--- src/rtl/ssp_pkg.sv ---
package ssp_pkg;

	localparam int OP_BITS        = 3;
	localparam int ARG_BITS       = 11;
	localparam int ARG_TDATA_BITS = 16;
	localparam int CFG_IDX_BITS   = 2;
	localparam int SPEED_NUM      = 500;
	localparam int QUO_BITS       = 9;
	localparam int PWM_OFFSET     = 284;

	typedef enum logic [OP_BITS-1:0] {
		OP_TICK  = 3'd0,
		OP_ABS   = 3'd1,
		OP_REL   = 3'd2,
		OP_SPEED = 3'd3,
		OP_STOP  = 3'd4,
		OP_SET   = 3'd5,
		OP_HOME  = 3'd6
	} opcode_t;

	localparam logic [CFG_IDX_BITS-1:0] CFG_UPPER = 2'd0;
	localparam logic [CFG_IDX_BITS-1:0] CFG_LOWER = 2'd1;
	localparam logic [CFG_IDX_BITS-1:0] CFG_STEP  = 2'd2;

	typedef struct packed {
		logic latch;
		logic div_start;
		logic exec;
		logic load_out;
	} dp_cmd_t;

	typedef struct packed {
		logic in_is_speed;
		logic div_done;
	} dp_status_t;

endpackage

--- src/rtl/ssp_div.sv ---
module ssp_div import ssp_pkg::*; (
	input  logic                clk,
	input  logic                arst_n,
	input  logic                start,
	input  logic [ARG_BITS-1:0] divisor,
	output logic                done,
	output logic [QUO_BITS-1:0] quotient
);

	localparam int CNT_BITS = $clog2(QUO_BITS + 1);
	localparam int IDX_BITS = $clog2(QUO_BITS);
	localparam logic [QUO_BITS-1:0] DIVIDEND = QUO_BITS'(SPEED_NUM);

	logic                run_q;
	logic                done_q;
	logic [CNT_BITS-1:0] cnt_q;
	logic [ARG_BITS-1:0] div_q;
	logic [ARG_BITS-1:0] rem_q;
	logic [QUO_BITS-1:0] quo_q;

	logic [IDX_BITS-1:0] bit_idx;
	logic [ARG_BITS:0]   trial;
	logic                ge;

	// restoring division, one quotient bit per cycle, MSB first
	assign bit_idx = IDX_BITS'(cnt_q - 1'b1);
	assign trial   = {rem_q, DIVIDEND[bit_idx]};
	assign ge      = trial >= {1'b0, div_q};

	always_ff @(posedge clk or negedge arst_n) begin
		if (!arst_n) begin
			run_q  <= 1'b0;
			done_q <= 1'b0;
			cnt_q  <= '0;
		end else begin
			done_q <= run_q && (cnt_q == CNT_BITS'(1));
			if (start) begin
				run_q <= 1'b1;
				cnt_q <= CNT_BITS'(QUO_BITS);
			end else if (run_q) begin
				cnt_q <= cnt_q - 1'b1;
				if (cnt_q == CNT_BITS'(1)) begin
					run_q <= 1'b0;
				end
			end
		end
	end

	// remainder stays below the divisor, so it fits the divisor width
	always_ff @(posedge clk) begin
		if (start) begin
			div_q <= divisor;
			rem_q <= '0;
			quo_q <= '0;
		end else if (run_q) begin
			rem_q <= ge ? ARG_BITS'(trial - {1'b0, div_q}) : trial[ARG_BITS-1:0];
			quo_q <= {quo_q[QUO_BITS-2:0], ge};
		end
	end

	assign done     = done_q;
	assign quotient = quo_q;

endmodule

--- src/rtl/ssp_ctrl.sv ---
module ssp_ctrl import ssp_pkg::*; (
	input  logic       clk,
	input  logic       arst_n,
	input  logic       s_tvalid,
	output logic       s_tready,
	output logic       m_tvalid,
	input  logic       m_tready,
	input  dp_status_t status,
	output dp_cmd_t    cmd
);

	typedef enum logic [3:0] {
		S_IDLE = 4'b0001,
		S_DIV  = 4'b0010,
		S_EXEC = 4'b0100,
		S_RESP = 4'b1000
	} state_t;

	state_t state_q, state_d;
	logic   out_valid_q;
	logic   accept;
	logic   out_free;

	assign s_tready = (state_q == S_IDLE);
	assign accept   = s_tvalid && s_tready;
	assign out_free = !out_valid_q || m_tready;

	assign cmd.latch     = accept;
	assign cmd.div_start = accept && status.in_is_speed;
	assign cmd.exec      = (state_q == S_EXEC);
	assign cmd.load_out  = (state_q == S_RESP) && out_free;

	always_comb begin
		state_d = state_q;
		unique case (state_q)
			S_IDLE: begin
				if (accept) begin
					state_d = status.in_is_speed ? S_DIV : S_EXEC;
				end
			end
			S_DIV: begin
				if (status.div_done) begin
					state_d = S_EXEC;
				end
			end
			S_EXEC: begin
				state_d = S_RESP;
			end
			S_RESP: begin
				if (out_free) begin
					state_d = S_IDLE;
				end
			end
			default: begin
				state_d = S_IDLE;
			end
		endcase
	end

	always_ff @(posedge clk or negedge arst_n) begin
		if (!arst_n) begin
			state_q     <= S_IDLE;
			out_valid_q <= 1'b0;
		end else begin
			state_q <= state_d;
			if (cmd.load_out) begin
				out_valid_q <= 1'b1;
			end else if (m_tready) begin
				out_valid_q <= 1'b0;
			end
		end
	end

	assign m_tvalid = out_valid_q;

	a_load_shows: assert property (@(posedge clk) disable iff (!arst_n)
		cmd.load_out |=> m_tvalid)
		else $error("result loaded but not presented");

	a_no_overwrite: assert property (@(posedge clk) disable iff (!arst_n)
		!(cmd.load_out && out_valid_q && !m_tready))
		else $error("pending result overwritten");

	a_one_at_a_time: assert property (@(posedge clk) disable iff (!arst_n)
		accept |=> !s_tready)
		else $error("second transaction taken while busy");

	a_div_to_exec: assert property (@(posedge clk) disable iff (!arst_n)
		(state_q == S_DIV && status.div_done) |=> cmd.exec)
		else $error("division result not applied");

endmodule

--- src/rtl/ssp_datapath.sv ---
module ssp_datapath import ssp_pkg::*; #(
	parameter int POS_BITS      = 9,
	parameter int INTERVAL_BITS = 10,
	localparam int CFG_BITS = (POS_BITS > INTERVAL_BITS) ? POS_BITS : INTERVAL_BITS,
	localparam int RAW_BITS = 3 * POS_BITS + 5,
	localparam int OUT_BITS = ((RAW_BITS + 7) / 8) * 8
) (
	input  logic                    clk,
	input  logic                    arst_n,
	input  logic                    cfg_we,
	input  logic [CFG_IDX_BITS-1:0] cfg_index,
	input  logic [CFG_BITS-1:0]     cfg_data,
	input  logic [OP_BITS-1:0]      in_opcode,
	input  logic [ARG_BITS-1:0]     in_argument,
	input  dp_cmd_t                 cmd,
	output dp_status_t              status,
	output logic [OUT_BITS-1:0]     result
);

	localparam int W  = ((POS_BITS > ARG_BITS) ? POS_BITS : ARG_BITS) + 2;
	localparam int QW = (QUO_BITS > INTERVAL_BITS) ? QUO_BITS : INTERVAL_BITS;
	localparam logic [INTERVAL_BITS-1:0] IVL_MAX = {INTERVAL_BITS{1'b1}};

	// configuration
	logic signed [POS_BITS-1:0]  upper_q, lower_q;
	logic [INTERVAL_BITS-1:0]    step_ivl_q;

	// servo state
	logic signed [POS_BITS-1:0]  pos_q, tgt_q;
	logic [INTERVAL_BITS-1:0]    active_q, cd_q;
	logic                        posmode_q, dir_q;

	// latched command, per-item flag, result
	opcode_t                     op_q;
	logic signed [ARG_BITS-1:0]  arg_q;
	logic                        written_q;
	logic [OUT_BITS-1:0]         result_q;

	logic signed [POS_BITS-1:0]  pos_d, tgt_d;
	logic [INTERVAL_BITS-1:0]    active_d, cd_d;
	logic                        posmode_d, dir_d, written_d;

	logic signed [W-1:0]         pos_w, tgt_w, arg_w, up_w, lo_w;
	logic signed [W-1:0]         np_w, mv_w, diff_w, dist_w, pwm_w;
	logic                        stopped_now, home_ok;

	logic signed [ARG_BITS:0]    in_arg_x;
	logic signed [ARG_BITS:0]    in_arg_neg;
	logic [ARG_BITS-1:0]         mag;
	logic                        div_done;
	logic [QUO_BITS-1:0]         quotient;
	logic [QW-1:0]               quo_w;
	logic [INTERVAL_BITS-1:0]    speed_ivl;

	function automatic logic in_limits(input logic signed [W-1:0] v,
	                                   input logic signed [W-1:0] up,
	                                   input logic signed [W-1:0] lo);
		return !(v > up) && !(v < lo);
	endfunction

	// upper limit applies first, then lower
	function automatic logic signed [W-1:0] clamp(input logic signed [W-1:0] v,
	                                              input logic signed [W-1:0] up,
	                                              input logic signed [W-1:0] lo);
		logic signed [W-1:0] t;
		t = (v > up) ? up : v;
		t = (t < lo) ? lo : t;
		return t;
	endfunction

	// speed magnitude straight from the input bus so the divider starts on accept
	assign in_arg_x   = (ARG_BITS + 1)'($signed(in_argument));
	assign in_arg_neg = -in_arg_x;
	assign mag        = in_arg_x[ARG_BITS] ? in_arg_neg[ARG_BITS-1:0] : in_argument;

	ssp_div u_div (
		.clk      (clk),
		.arst_n   (arst_n),
		.start    (cmd.div_start),
		.divisor  (mag),
		.done     (div_done),
		.quotient (quotient)
	);

	assign status.in_is_speed = (in_opcode == OP_SPEED);
	assign status.div_done    = div_done;

	assign quo_w     = QW'(quotient);
	assign speed_ivl = (arg_q == '0) ? '0 :
	                   (quo_w > QW'(IVL_MAX)) ? IVL_MAX : INTERVAL_BITS'(quo_w);

	assign pos_w = W'(pos_q);
	assign tgt_w = W'(tgt_q);
	assign arg_w = W'(arg_q);
	assign up_w  = W'(upper_q);
	assign lo_w  = W'(lower_q);

	assign stopped_now = posmode_q ? (pos_q == tgt_q) : (active_q == '0);
	assign home_ok     = in_limits('0, up_w, lo_w);
	assign mv_w        = (op_q == OP_REL) ? (arg_w + pos_w) : arg_w;

	always_comb begin
		pos_d     = pos_q;
		tgt_d     = tgt_q;
		active_d  = active_q;
		cd_d      = cd_q;
		posmode_d = posmode_q;
		dir_d     = dir_q;
		written_d = 1'b0;
		np_w      = pos_w;
		case (op_q) inside
			OP_TICK: begin
				if (cd_q != '0) begin
					cd_d = cd_q - 1'b1;
				end
				if (cd_q == '0 && active_q != '0 && !stopped_now) begin
					if (posmode_q) begin
						np_w = (tgt_q > pos_q) ? pos_w + W'(1) : pos_w - W'(1);
					end else begin
						np_w = dir_q ? pos_w + W'(1) : pos_w - W'(1);
					end
					if (in_limits(np_w, up_w, lo_w)) begin
						pos_d     = POS_BITS'(np_w);
						written_d = 1'b1;
					end
					cd_d = active_q;
				end
			end
			OP_ABS, OP_REL: begin
				posmode_d = 1'b1;
				active_d  = step_ivl_q;
				if (step_ivl_q != '0) begin
					cd_d  = step_ivl_q;
					tgt_d = POS_BITS'(clamp(mv_w, up_w, lo_w));
					dir_d = (arg_q > 0);
				end
			end
			OP_SPEED: begin
				posmode_d = 1'b0;
				dir_d     = (arg_q > 0);
				active_d  = speed_ivl;
				cd_d      = speed_ivl;
			end
			OP_STOP: begin
				tgt_d    = pos_q;
				active_d = '0;
			end
			OP_SET: begin
				if (in_limits(arg_w, up_w, lo_w)) begin
					pos_d     = POS_BITS'(arg_w);
					written_d = 1'b1;
				end
			end
			OP_HOME: begin
				posmode_d = 1'b1;
				active_d  = step_ivl_q;
				if (step_ivl_q != '0) begin
					cd_d  = step_ivl_q;
					dir_d = 1'b0;
				end
				if (home_ok) begin
					pos_d     = '0;
					written_d = 1'b1;
					tgt_d     = '0;
				end else begin
					tgt_d = pos_q;
				end
			end
			default: begin
			end
		endcase
	end

	always_ff @(posedge clk or negedge arst_n) begin
		if (!arst_n) begin
			upper_q    <= POS_BITS'(180);
			lower_q    <= -POS_BITS'(180);
			step_ivl_q <= INTERVAL_BITS'(5);
			pos_q      <= '0;
			tgt_q      <= '0;
			active_q   <= INTERVAL_BITS'(5);
			cd_q       <= INTERVAL_BITS'(5);
			posmode_q  <= 1'b1;
			dir_q      <= 1'b0;
		end else begin
			if (cfg_we) begin
				unique case (cfg_index)
					CFG_UPPER: upper_q    <= cfg_data[POS_BITS-1:0];
					CFG_LOWER: lower_q    <= cfg_data[POS_BITS-1:0];
					CFG_STEP:  step_ivl_q <= cfg_data[INTERVAL_BITS-1:0];
					default: begin
					end
				endcase
			end
			if (cmd.exec) begin
				pos_q     <= pos_d;
				tgt_q     <= tgt_d;
				active_q  <= active_d;
				cd_q      <= cd_d;
				posmode_q <= posmode_d;
				dir_q     <= dir_d;
			end
		end
	end

	// report fields, taken from the updated state
	assign diff_w = tgt_w - pos_w;
	assign dist_w = diff_w[W-1] ? -diff_w : diff_w;
	assign pwm_w  = pos_w + W'(PWM_OFFSET);

	always_ff @(posedge clk) begin
		if (cmd.latch) begin
			op_q  <= opcode_t'(in_opcode);
			arg_q <= in_argument;
		end
		if (cmd.exec) begin
			written_q <= written_d;
		end
		if (cmd.load_out) begin
			result_q <= OUT_BITS'({dist_w[POS_BITS-1:0], posmode_q, dir_q, pos_q == '0,
			                       stopped_now, written_q, pwm_w[POS_BITS-1:0], pos_q});
		end
	end

	assign result = result_q;

endmodule

--- src/rtl/servo_slew_position_controller.sv ---
// Slew-limited servo positioner in half-degree units. Each command on the
// slave stream (opcode in s_tuser: tick, move absolute, move relative, speed
// move, stop, set position, home; argument in s_tdata) yields exactly one
// status transaction on the master stream: position, PWM count (position +
// 284), a flag for a position write, stopped, at-home, direction, mode and
// distance to target. Position moves step one half degree per step_interval + 1
// ticks toward a target clamped to the limits; a speed move steps every
// 500/|speed| + 1 ticks in the sign's direction. Steps or sets outside the limits
// are dropped. One command is worked at a time; a speed move takes its interval
// from a bit-serial restoring divider. A result that is not yet taken holds the
// block in its response state only once the next result is ready. The config
// port writes registers (0 upper limit, 1 lower limit, 2 step interval); the user
// must do so only while the block is idle, and the block itself does not enforce it.
module servo_slew_position_controller import ssp_pkg::*; #(
	parameter int POS_BITS      = 9,
	parameter int INTERVAL_BITS = 10,
	localparam int CFG_BITS = (POS_BITS > INTERVAL_BITS) ? POS_BITS : INTERVAL_BITS,
	localparam int RAW_BITS = 3 * POS_BITS + 5,
	localparam int OUT_BITS = ((RAW_BITS + 7) / 8) * 8
) (
	input  logic                      clk,
	input  logic                      arst_n,
	// command stream
	input  logic                      s_tvalid,
	output logic                      s_tready,
	input  logic [ARG_TDATA_BITS-1:0] s_tdata,  // argument[10:0], zero fill
	input  logic [OP_BITS-1:0]        s_tuser,  // opcode[2:0]
	// status stream
	output logic                      m_tvalid,
	input  logic                      m_tready,
	// from bit 0 up: position, pwm_count, pwm_written, stopped, at_home,
	// moving_up, position_mode, distance_left, zero fill
	output logic [OUT_BITS-1:0]       m_tdata,
	// register writes
	input  logic                      cfg_we,
	input  logic [CFG_IDX_BITS-1:0]   cfg_index,
	input  logic [CFG_BITS-1:0]       cfg_data
);

	dp_cmd_t    cmd;
	dp_status_t status;

	// sequencer: accept, optional divide, apply, present
	ssp_ctrl u_ctrl (
		.clk      (clk),
		.arst_n   (arst_n),
		.s_tvalid (s_tvalid),
		.s_tready (s_tready),
		.m_tvalid (m_tvalid),
		.m_tready (m_tready),
		.status   (status),
		.cmd      (cmd)
	);

	// state, config registers, divider and result register
	ssp_datapath #(
		.POS_BITS      (POS_BITS),
		.INTERVAL_BITS (INTERVAL_BITS)
	) u_dp (
		.clk         (clk),
		.arst_n      (arst_n),
		.cfg_we      (cfg_we),
		.cfg_index   (cfg_index),
		.cfg_data    (cfg_data),
		.in_opcode   (s_tuser),
		.in_argument (s_tdata[ARG_BITS-1:0]),
		.cmd         (cmd),
		.status      (status),
		.result      (m_tdata)
	);

endmodule

--- config.mk ---
export PLATFORM = sky130hd
export DESIGN_NAME = servo_slew_position_controller
export DESIGN_NICKNAME = d
export VERILOG_FILES = /design/src/rtl/ssp_pkg.sv /design/src/rtl/ssp_div.sv /design/src/rtl/ssp_ctrl.sv /design/src/rtl/ssp_datapath.sv /design/src/rtl/servo_slew_position_controller.sv
export SDC_FILE = /design/constraint.sdc
export NUM_CORES = 1
export LEC_CHECK = 0
export BUFFER_PORTS_ARGS = -buffer_cell sky130_fd_sc_hd__clkbuf_2
export CORE_AREA = 3 3 167 169
export CTS_CLUSTER_SIZE = 10
export DETAILED_ROUTE_END_ITERATION = 7
export DIE_AREA = 0 0 170 172
export GPL_TIMING_DRIVEN = 0
export RECOVER_POWER = 100
export SLEW_MARGIN = 10
export SYNTH_ARGS = -nofsm -noshare
export SYNTH_HDL_FRONTEND = slang
export SYNTH_SLANG_ARGS = --single-unit
--- constraint.sdc ---
create_clock -name clk -period 9.06 [get_ports clk]
set_input_delay 0.906 -clock clk [delete_from_list [all_inputs] [get_ports clk]]
set_output_delay 0.906 -clock clk [all_outputs]
set_load 0.05 [all_outputs]
==> out/qor.csv <==
stage;metric;value;unit
pwr;powerDensity;349;nW/um^2
worst_setup_path;rrSetupSlack;1.72;ns
global_routing;grt_use_met1;27.3;%
sta;slew_headroom;-82.3;%
worst_setup_path;path_max_fanout;11;
drt;avgRoutedWirePerCell;18.5;um
floorplan;start_util;39.6;%
sta;worst_pin_slew;2.74;ns
global_routing;grtUsageMet2;32.4;%
final_layout;mostFrequentLayoutCells;106 x ha_1, 98 x nand2_1, 84 x o21ai_0;
sta;finalHoldViolCount;0;
global_routing;met3_usage;4.23;%
clock_network;cts_setup_buffers;0;
yosys;synth-xor-area-share;4.80;%
floorplan;die_h;172;um
drt;drc;0;
clock_network;cts_root_buffer;clkbuf_16;
floorplan;coreArea;26700;um^2
drt;ant_nets;0;
yosys;synth_edf_count;56;
clock_network;cts_made_buffers;17;
worst_setup_path;critPathArrivalTime;7.68;ns
yosys;muxShareOfSynthArea;5.08;%
worst_setup_path;cpMostUsedCell;o21ai_0;
worst_setup_path;cp_slowest_cell;a211oi_1;
final_layout;area_growth;11.8;%
outcome;violations;capacitance limit, slew limit;
yosys;ys.warnings.count;0;
final_layout;layout-drive-gt1-share;8.72;%
clock_network;clk_latency;0.43;ns
pwr;leakage;0.00484;uW
yosys;synth_area_per_cell;9.47;um^2
hold_path;min_to;u_dp.result[18]$_DFFE_PP_;
placed_design;place_area;11400;um^2
floorplan;die_area;29200;um^2
final_layout;final_common_cell;ha_1;
pwr;vdd_ir_drop_max;0.159;mV
yosys;ys_ff_latch;155;
worst_setup_path;cp-start-kind;register;
placed_design;dp_hpwl;22200;um
sta;fin_skew;0.0106;ns
placed_design;io_buffers;64;
clock_network;htreeDepth;4;
drt;drt_pass1_iterations;6;
final_layout;nets;1347;
worst_setup_path;reg2reg_to;u_dp.tgt_q[2]$_DFFE_PN0P_;
yosys;yosys.area_share.simple;16.1;%
worst_setup_path;worstSetupPathType;register to register;
global_routing;grt_max_degree;53;
worst_setup_path;critPathRequiredTime;9.39;ns
global_routing;grt_pass1_vias;8414;
yosys;syn_inst;1118;
yosys;yosysSeqAreaShare;38.5;%
sta;finalSetupViolCount;0;
drt;num_vias;8853;
clock_network;cts_tree;yes;
drt;drt-total-wl;28800;um
sta;fin_crit_sh;81.0;%
final_layout;postLayoutCellArea;11800;um^2
outcome;status;complete, but fails checks;
worst_setup_path;endpoint_kind;register;
final_layout;n_antenna_cell;0;
hold_path;hold_depth;0;
worst_setup_path;worst-path-buf-inv;0;
clock_network;clk_path_buf_depth;2;
global_routing;antenna_found_initial;2;
sta;post-route-min-period;7.34;ns
global_routing;overflow;0;
yosys;syn-num-nets;1263;
hold_path;min_from;u_dp.written_q$_DFFE_PP_;
clock_network;post_cts_resized;0;
yosys;synth_top_family_by_area;compound AO/OA/AOI/OAI gates;
clock_network;cts.clk_slew.worst_paths;0.06;ns
sta;fmax;136;MHz
placed_design;gp_congestion;0.918;
yosys;yosysUniqueCellTypes;71;
global_routing;grt.busiest_layer;met2;
worst_setup_path;path_delay_family;compound AO/OA/AOI/OAI gates;
yosys;synthArstFlopShare;51.0;%
pwr;total_power;4130;uW
yosys;synthAdderAreaFrac;13.1;%
clock_network;holdBufCountCts;0;
drt;viasPerCell;5.69;
job;maxCapViolations;3;
yosys;syn_area;10600;um^2
drt;drt_iter0_drc;733;
sta;rsz0062_at_grt;no;
worst_setup_path;r2r_start;u_dp.pos_q[0]$_DFFE_PN0P_;
global_routing;grt_pass1_wl;46200;um
sta;tns;0;ns
yosys;synth_compound_area_share;18.6;%
global_routing;grt.total_usage;20.0;%
worst_setup_path;crit_path_max_incr_delay;0.85;ns
floorplan;num_io_pins;70;
yosys;ys.flop_type;dfrtp_1;
sta;maxSlewViolCount;113;
clock_network;clock_sinks;155;
floorplan;rows;60;
floorplan;die_width;170;um
worst_setup_path;rr_worst_depth;25;
hold_path;min_path_type;register to register;
## kinds of logic after synthesis
logic type | count (synthesis)
DFF | 155
AOI/OAI and AO/OA | 299
and+or+nand+nor | 346
buffers and inverters | 101
adders and majority gates | 109
xor gates and xnor gates | 58
muxes | 50
## registers in the layout, indices dropped and copies added (netlist names), 3 cells and up
signal	count
u_dp.result	30
u_dp.arg_q	11
u_dp.u_div.div_q	11
u_dp.u_div.rem_q	11
u_dp.active_q	10
u_dp.cd_q	10
u_dp.step_ivl_q	10
u_dp.lower_q	9
u_dp.pos_q	9
u_dp.tgt_q	9
u_dp.u_div.quotient	9
u_dp.upper_q	9
u_ctrl.state_q	4
u_dp.u_div.cnt_q	4
u_dp.op_q	3
## metrics by stage
stage	hold WS [ns]	worst slack (ns)	utilization (%)	cells
after floorplan	0.400	3.41	-	1118
after global placement	0.402	2.17	42.4	1523
after detailed placement	0.406	2.22	42.5	1524
after CTS	0.419	2.18	44.7	1556
after global routing	0.431	1.13	44.3	1556
final	0.414	1.72	44.3	1556
## area by class of cell
cell class                 count  area [um^2]
timing repair buffer          65          260
multi-input combinational    862         6100
inverter                      65          244
buffer                        36          151
clock buffer                  19          455
sequential                   155         4080
tap                          341          427
fill                        2597        14900
clock inverter                13          119
## worst max path at each step
stage / startpoint / to / slack (ns) / cells past startpoint
after detailed placement: u_dp.pos_q[0]$_DFFE_PN0P_ / u_dp.tgt_q[2]$_DFFE_PN0P_ / 2.22 / 25
after floorplan: u_dp.pos_q[0]$_DFFE_PN0P_ / u_dp.tgt_q[3]$_DFFE_PN0P_ / 3.41 / 25
after CTS: u_dp.pos_q[0]$_DFFE_PN0P_ / u_dp.tgt_q[2]$_DFFE_PN0P_ / 2.18 / 25
after global placement: u_dp.pos_q[0]$_DFFE_PN0P_ / u_dp.tgt_q[2]$_DFFE_PN0P_ / 2.17 / 25
after global routing: u_dp.pos_q[0]$_DFFE_PN0P_ / u_dp.tgt_q[2]$_DFFE_PN0P_ / 1.13 / 25
final: u_dp.pos_q[0]$_DFFE_PN0P_ / u_dp.tgt_q[2]$_DFFE_PN0P_ / 1.72 / 25
## layer usage
layer | part of all wire [%] | vias up
met3 | 6.4 | 50
met2 | 45 | 272
met4 | 2.0 | 4
met1 | 47 | 4212
li1 | - | 4315
met5 | 0.094 | -
## report_power, final
group | leakage [uW] | total, uW | internal, uW | switching [uW]
registers | 0.00165 | 1200 | 979 | 220
clock network | 0.000285 | 697 | 380 | 317
logic | 0.00291 | 2230 | 918 | 1320
total | 0.00484 | 4130 | 2280 | 1850
## worst reg2reg max path: stages (launching register included)
cell and delay [ns]:
dfrtp_1 0.56, ha_1 0.32, fa_1 0.43, a211oi_1 0.31
o21ai_0 0.15, a31oi_1 0.26, o21bai_1 0.09, a21oi_1 0.17
xor2_1 0.17, o21ai_0 0.13, ha_1 0.33, nand3_1 0.10
nor3_1 0.36, a221oi_1 0.17, o21ai_0 0.62, a21boi_0 0.25
or2_2 0.35, ha_1 0.31, a21o_1 0.12, a21o_1 0.11
a21oi_1 0.08, a211o_1 0.31, a211oi_1 0.85, o21ai_0 0.29
mux2_2 0.34, o211ai_1 0.09
## cells in the mapped netlist (9+ instances only)
cell type / n / area share [%]
nand2_1: 98 / 3.5
dfrtp_1: 63 / 15
mux2i_1: 20 / 1.9
o21ai_0: 84 / 4.0
dfxtp_1: 20 / 3.8
a22oi_1: 20 / 1.4
ha_1: 106 / 13
nand3_1: 23 / 1.1
o211ai_1: 16 / 1.1
clkbuf_1: 26 / 0.92
dfstp_2: 16 / 4.0
nand2b_1: 12 / 0.71
or3_1: 9 / 0.53
inv_1: 65 / 2.3
a21oi_1: 65 / 3.1
xnor2_1: 37 / 3.1
nor2b_1: 20 / 1.2
nand4_1: 16 / 0.95
nor4_1: 18 / 1.1
a211oi_1: 9 / 0.64
xor2_1: 21 / 1.7
edfxtp_1: 56 / 16
mux2_2: 30 / 3.2
nor2_1: 80 / 2.8
nor3_1: 30 / 1.4
a221o_1: 9 / 0.85
o21a_1: 11 / 0.78
No activity file was read; power rests on OpenSTA's default activity.
